$ cat config.mk
export PLATFORM = sky130hd
export DESIGN_NAME = kflp_mix
export DESIGN_NICKNAME = d
export VERILOG_FILES = /design/src/rtl/kflp_pkg.sv /design/src/rtl/kflp_mix.sv
export SDC_FILE = /design/constraint.sdc
export NUM_CORES = 2
export LEC_CHECK = 0
export ABC_AREA = 1
export BUFFER_PORTS_ARGS = -buffer_cell sky130_fd_sc_hd__buf_2
export CORE_MARGIN = 3
export CORE_UTILIZATION = 50
export DETAILED_ROUTE_END_ITERATION = 10
export PLACE_DENSITY = 0.77
export SYNTH_ARGS = -nofsm -noshare
export SYNTH_HDL_FRONTEND = slang
export SYNTH_SLANG_ARGS = --single-unit
$ cat constraint.sdc
create_clock -name i_clk -period 15.4 [get_ports i_clk]
set_input_delay 3.08 -clock i_clk [delete_from_list [all_inputs] [get_ports i_clk]]
set_output_delay 3.08 -clock i_clk [all_outputs]
set_load 0.02 [all_outputs]
$ cat src/rtl/kflp_pkg.sv
// Package for the keyframe LED fade player.
// Holds the word types, command codes and fixed field widths.
// No dependencies.
package kflp_pkg;

    localparam int TW = 31;

    localparam logic [1:0] CMD_HDR   = 2'd0;
    localparam logic [1:0] CMD_COL   = 2'd1;
    localparam logic [1:0] CMD_LOOK  = 2'd2;
    localparam logic [1:0] CMD_BLANK = 2'd3;

    typedef struct packed {
        logic [1:0]         cmd;
        logic [7:0]         frame_index;
        logic [30:0]        frame_start_ms;
        logic               fade_enable;
        logic [4:0]         channel_index;
        logic [7:0]         red;
        logic [7:0]         green;
        logic [7:0]         blue;
        logic [7:0]         alpha;
        logic signed [31:0] query_time_ms;
    } t_in_word;

    typedef struct packed {
        logic [4:0]  channel;
        logic [31:0] packed_color;
        logic [7:0]  found_frame;
        logic        last;
    } t_out_word;

    typedef struct packed {
        logic       start;
        logic [7:0] c0;
        logic [7:0] c1;
    } t_mix_req;

    typedef struct packed {
        logic       done;
        logic [7:0] value;
    } t_mix_rsp;

endpackage

$ cat src/rtl/kflp_mix.sv
// Interpolation unit: mixes one colour component, rounded half up.
// A multiply stage, a multiply-add stage and an eight-step restoring divider.
// Depends on kflp_pkg.
module kflp_mix (
    input  logic                    i_clk,
    input  logic                    i_rst_n,
    input  kflp_pkg::t_mix_req      i_req,
    input  logic [kflp_pkg::TW-1:0] i_num,
    input  logic [kflp_pkg::TW-1:0] i_den,
    output kflp_pkg::t_mix_rsp      o_rsp
);
    localparam logic [1:0] M_IDLE = 2'd0;
    localparam logic [1:0] M_MAC  = 2'd1;
    localparam logic [1:0] M_DIV  = 2'd2;

    logic [1:0]         r_state;
    logic [1:0]         n_state;
    logic [7:0]         r_c0;
    logic [7:0]         r_c1;
    logic [38:0]        r_p;
    logic [40:0]        r_rem;
    logic [40:0]        r_dsh;
    logic [7:0]         r_q;
    logic [7:0]         n_q;
    logic [2:0]         r_cnt;
    logic               r_done;
    logic signed [8:0]  diff;
    logic signed [40:0] prod;
    logic signed [41:0] x;

    always_comb begin
        diff = $signed({1'b0, r_c1}) - $signed({1'b0, r_c0});
        prod = $signed({{32{diff[8]}}, diff}) * $signed({10'b0, i_num});
        x    = $signed({3'b000, r_p}) + 42'(prod);
        n_q  = {r_q[6:0], (r_rem >= r_dsh)};
        n_state = r_state;
        unique case (r_state)
            M_IDLE:  if (i_req.start) n_state = M_MAC;
            M_MAC:   n_state = M_DIV;
            M_DIV:   if (r_cnt == 3'd7) n_state = M_IDLE;
            default: n_state = M_IDLE;
        endcase
    end

    always_ff @(posedge i_clk) begin
        if (!i_rst_n) begin
            r_state <= M_IDLE;
            r_done  <= 1'b0;
        end else begin
            r_state <= n_state;
            r_done  <= (r_state == M_DIV) && (r_cnt == 3'd7);
        end
        unique case (r_state)
            M_IDLE: begin
                r_c0 <= i_req.c0;
                r_c1 <= i_req.c1;
                r_p  <= {31'd0, i_req.c0} * {8'd0, i_den};
            end
            M_MAC: begin
                r_rem <= {x[39:0], 1'b0} + 41'(i_den);
                r_dsh <= {2'b00, i_den, 8'h00};
                r_cnt <= 3'd0;
                r_q   <= 8'd0;
            end
            M_DIV: begin
                if (r_rem >= r_dsh) begin
                    r_rem <= r_rem - r_dsh;
                end
                r_dsh <= r_dsh >> 1;
                r_q   <= n_q;
                r_cnt <= r_cnt + 3'd1;
            end
            default: ;
        endcase
    end

    assign o_rsp.done  = r_done;
    assign o_rsp.value = r_q;
endmodule

# Word level (Yosys, flattened, before mapping)
# Cells that the tools add are included.
# op_classes
multipliers,2
addsub,5
eq_ne,6
order_cmp,1
reduce_logical,5
n_mux,8
# op_table
op,n
41-bit one-hot mux with 2 select lines,2
41-bit by 31-bit adder with 41-bit output,1
41-bit greater-or-equal comparator,1
41-bit 2-to-1 mux,1
41-bit subtractor,1
40-bit adder,1
9-bit by 32-bit multiplier with 40-bit output,1
8-bit by 31-bit multiplier with 39-bit output,1
8-bit one-hot mux with 2 select lines,1
8-bit by 8-bit subtractor with 9-bit output,1
2-bit one-hot mux with 3 select lines,1
3-bit one-hot mux with 2 select lines,1
2-bit 2-to-1 mux,2
2-bit != test (second input constant),2
2-bit AND reduction,2
3-bit by 1-bit adder with 3-bit output (second input constant),1
3-bit equality test (second input constant),1
2-bit by 1-bit equality test with 1-bit output (second input constant),1
2-bit equality test (second input constant),1
2-bit logical NOT,1
2-bit by 1-bit != test with 1-bit output (second input constant),1
2-bit nonzero test,1
1-bit logical AND,1
# totals
register_bits,151
wordCells,36
inputBits,81
output_inout_bits,9

# Logic depth before layout (Yosys ltp)
# depth
word_depth,5
mapped_depth,47
depth_no_buf,47

# Least setup slack after synthesis
# Ideal clock, no wire load.
# synth_timing
kind,input-to-reg
from,input port i_num[6] (netlist name)
to,register r_rem[38] (data pin)
n_path_buf,1
setup_slack_ns,6.544
path_stages,34
arrival_time_ns,8.600
setup_ns,0.256
t_required_ns,15.144
path_cell_list,clkbuf_1 -> nand2_1 -> fa_1 -> inv_1 -> fa_1 -> inv_1 -> fa_1 -> inv_1 -> fa_1 -> inv_1 -> fa_1 -> inv_1 -> ha_1 -> nand2_1 -> nor2_1 -> nand2_1 -> nand3_2 -> a21oi_1 -> o21ai_0 -> a31oi_1 -> xnor2_1 -> ha_1 -> a21oi_1 -> inv_1 -> a21oi_1 -> o21ai_0 -> a31oi_1 -> nand2_1 -> nand3_1 -> nand2_1 -> nand2_1 -> nand2_1 -> nand3_1 -> nand2_1
# synth_between
elab_chain_len,4
# synth_lines
item,line_no,text
from (decl),kflp_mix.sv:8,"input logic [kflp_pkg::TW-1:0] i_num,"
9-bit by 32-bit multiplier with 40-bit output,kflp_mix.sv:33,"prod = $signed({{32{diff[8]}}, diff}) * $signed({10'b0, i_num});"
40-bit adder,kflp_mix.sv:34,"x = $signed({3'b000, r_p}) + 42'(prod);"
41-bit by 31-bit adder with 41-bit output,kflp_mix.sv:60,"r_rem <= {x[39:0], 1'b0} + 41'(i_den);"
41-bit one-hot mux with 2 select lines,kflp_mix.sv:53,unique case (r_state)
to (signal assigned),kflp_mix.sv:60,
to (signal assigned),kflp_mix.sv:67,r_rem <= r_rem - r_dsh;
to (decl),kflp_mix.sv:21,logic [40:0] r_rem;
# Every way passes these cells.
# A chain may end at the register's enable or synchronous reset.

# Worst setup path after layout
# layout_timing
from,register r_c0[0]
to,register r_rem[27] (data pin)
# layout_between
elab_chain_len,5
# layout_lines
item,line_no,text
from (decl),kflp_mix.sv:18,logic [7:0] r_c0;
from (signal assigned),kflp_mix.sv:55,r_c0 <= i_req.c0;
8-bit by 8-bit subtractor with 9-bit output,kflp_mix.sv:32,"diff = $signed({1'b0, r_c1}) - $signed({1'b0, r_c0});"
9-bit by 32-bit multiplier with 40-bit output,kflp_mix.sv:33,
40-bit adder,kflp_mix.sv:34,
41-bit by 31-bit adder with 41-bit output,kflp_mix.sv:60,
41-bit one-hot mux with 2 select lines,kflp_mix.sv:53,
# Every way passes these cells.

==> flow_summary.ini <==
[status]
outcome = finished clean

[drt]
ant_nets = 0
avgViaCountPerCell = 5.372
drt_iter0_markers = 2164
dr_total_vias = 25318
highest_layer = met5
met3_length_um = 8966
wl_per_cell_um = 18.79
met2_length_um = 38630
drc = 0
wl_met1_um = 38120
dr.pass1.iters = 7
wirelength_um = 88560

[placed_design]
hpwlAfterDp_um = 73260
io_buffers = 89
gp_congestion = 1.011
pre_cts_ws_ps = 5318

[layout]
n_antenna_cell = 0
final_nets = 4679
final_layout_size_suffix_gt1_share_pct = 5.268
syn2layout_area_growth_pct = 5.460

[global_route]
grt-ovfl-total = 0
grt_pass1_vias = 25037
grt_max_degree = 99
antenna_found_initial = 2
grt_pass1_wl_um = 138500
track_usage_pct = 29.58

[worst_setup_path]
critPathCaptureType = flop
rr_startpoint = r_c0[0]
crit_path_start_kind = flop
required_ps = 15630
worst-r2r-setup-slack_ps = 5510
path_max_fanout = 22
slowest_delay_ps = 800
worst-endpoint-arrival_ps = 10120
worstSetupPathType = flop to flop
cp_common_cell = nand2_1
slowest_stage = clkinv_1
r2r_cells = 36
r2r-end = r_rem[27]

[synthesis]
syn_area_per_cell_um2 = 7.468
synth_flop_cell = edfxtp_1
netlist_instances = 3928
yosysUniqueCellTypes = 52
syn_area_um2 = 29330
ys_seq_area_share_pct = 15.15
synth_nets = 4672
ys_warn_count = 0
synth_edf_count = 146
ys_async_sr_fraction_pct = 0
yosys_register_bits = 149

[clock_tree]
cts_made_buffers = 17
cts_resized = 0
path_clk_slew_ps = 70
cts_setup_buffers = 0
cts_tree = built
cts_buffer_depth = 2
cts_sinks = 149
htreeDepth = 4
clock_latency_ps = 510
cts-root-buf = clkbuf_16
holdBufCountCts = 0

[sta]
fin_skew_ps = 15.26
post-route-period-util_pct = 64.24
fin_ws_ps = 5506
setup_tns_ps = 0
relSlewSlack_pct = 23.41
setup_viol = 0
tightest_slew_ps = 1148
rsz0062_at_grt = no
fin_crit_ps = 9894
hold_viol_final = 0
max_freq_ghz = 0.1011
slew_viol_final = 0

[hold_path]
min_path_type = flop to flop
hp-start = r_q[1]
min_to = r_q[2]
holdPathStages = 2

[die]
ios = 90
die_area_um2 = 61610
coreArea_um2 = 57920
die_h_um = 248.2
rows = 88
floorplan.initialDensity_pct = 50.65
die_w_um = 248.2

[run]
maxCapViolations = 0
## worst max-delay path, delay by kind of cell (launching register included)
family	cells	cell delay (ps)
xor gates and xnor gates	1	350
AOI/OAI and AO/OA	8	1610
adders and majority gates	9	3700
DFF	1	480
and+or+nand+nor	12	2350
buffers and inverters	6	1120
## layout make-up
class | instances | area, um^2
tap | 765 | 957.2
multi-input combinational | 2723 | 20890
clock buffer | 19 | 432.9
fill | 5662 | 26980
timing repair buffer | 101 | 535.5
sequential | 149 | 4444
clock inverter | 13 | 137.6
inverter | 943 | 3540
## sequential cells by signal, summed over array words and instances, names as in the netlist
register	count
r_q	8
r_cnt	3
r_state	2
r_c1	8
r_rem	41
r_c0	8
r_dsh	39
r_p	39
r_done	1
## per-stage QoR
stage | cell area [um^2] | util (%) | instances | hold slack, ps
floorplan | 29330 | - | 3928 | 496.1
global placement | 30360 | 52.43 | 4681 | 504.3
detailed placement | 30360 | 52.43 | 4681 | 521.6
CTS | 30930 | 53.41 | 4713 | 542.1
global route | 30930 | 53.41 | 4713 | 568.3
finish | 30930 | 53.41 | 4713 | 538.4
## worst max path at each step
stage,start,to,slack (ps),cells past startpoint
after floorplan,i_num[6],r_rem[38],6540,34
final,r_c0[0],r_rem[27],5510,36
after global placement,i_num[7],r_rem[32],5150,32
after global routing,r_c0[0],r_rem[27],5070,36
after CTS,r_c0[0],r_rem[27],5530,36
after detailed placement,i_num[7],r_rem[27],5320,30
## cell usage in the layout (no fill, tap or decap), types with 7 or more instances in the layout
cell,n
xor2_1,50
nor4_1,8
fa_1,417
o21ai_1,15
nor2_1,305
a31oi_1,36
inv_2,7
buf_2,89
nor3_1,20
or2_2,8
a21o_1,13
nand2_1,963
nand3_1,86
clkbuf_16,17
a21oi_1,213
nor2_2,13
o21bai_1,15
edfxtp_1,146
ha_1,244
nand4_1,25
o21a_1,9
buf_4,12
nand2_2,26
inv_1,934
xnor2_1,29
o21ai_0,167
## Yosys cell counts, types with 2 or more instances
master    instances  area, um^2
nand2_1         963        3615
inv_1           934        3506
fa_1            417        8348
nor2_1          305        1145
ha_1            246        3078
a21oi_1         213        1066
o21ai_0         167       835.8
edfxtp_1        146        4384
clkbuf_1         94       352.8
nand3_1          86       430.4
xor2_1           50       437.9
a31oi_1          36       225.2
xnor2_1          29       254.0
nand2_2          26       162.7
nand4_1          25       156.4
nor3_1           20       100.1
o21ai_1          15       75.07
o21bai_1         15       112.6
a21o_1           13       97.59
nor2_2           13       81.33
buf_4            11       82.58
o21a_1            9       67.56
nor4_1            8       50.05
or2_2             8       50.05
buf_1             7       26.28
inv_2             7       26.28
a21boi_0          5       37.54
and2_1            5       31.28
and3_1            5       31.28
nand3_2           5       50.05
o211ai_1          5       37.54
nor2_4            4       45.04
or2_1             4       25.02
a211oi_1          3       22.52
a21oi_2           3       26.28
dfxtp_1           3       60.06
nor3_2            3       30.03
clkinv_1          2       7.510
nand3b_1          2       15.01
o21ai_2           2       17.52
o221ai_1          2       17.52
o22ai_1           2       12.51
## logic make-up after synthesis
family / after synthesis / share of synthesized area [%]
simple gates: 1485 / 20.66
buf+inv: 1056 / 13.66
fa+ha+maj: 663 / 38.95
compound gates: 496 / 9.218
flops: 149 / 15.15
xor+xnor: 79 / 2.359
## layer usage
metal / up-vias / global-route usage, %
li1: 11964 / -
met4: 2 / 9.795
met2: 1124 / 44.83
met3: 140 / 7.858
met1: 12088 / 41.31
met5: - / 0
Power is not shown: default switching activity piles up to over one toggle a cycle in this logic, so the estimate is an artifact.
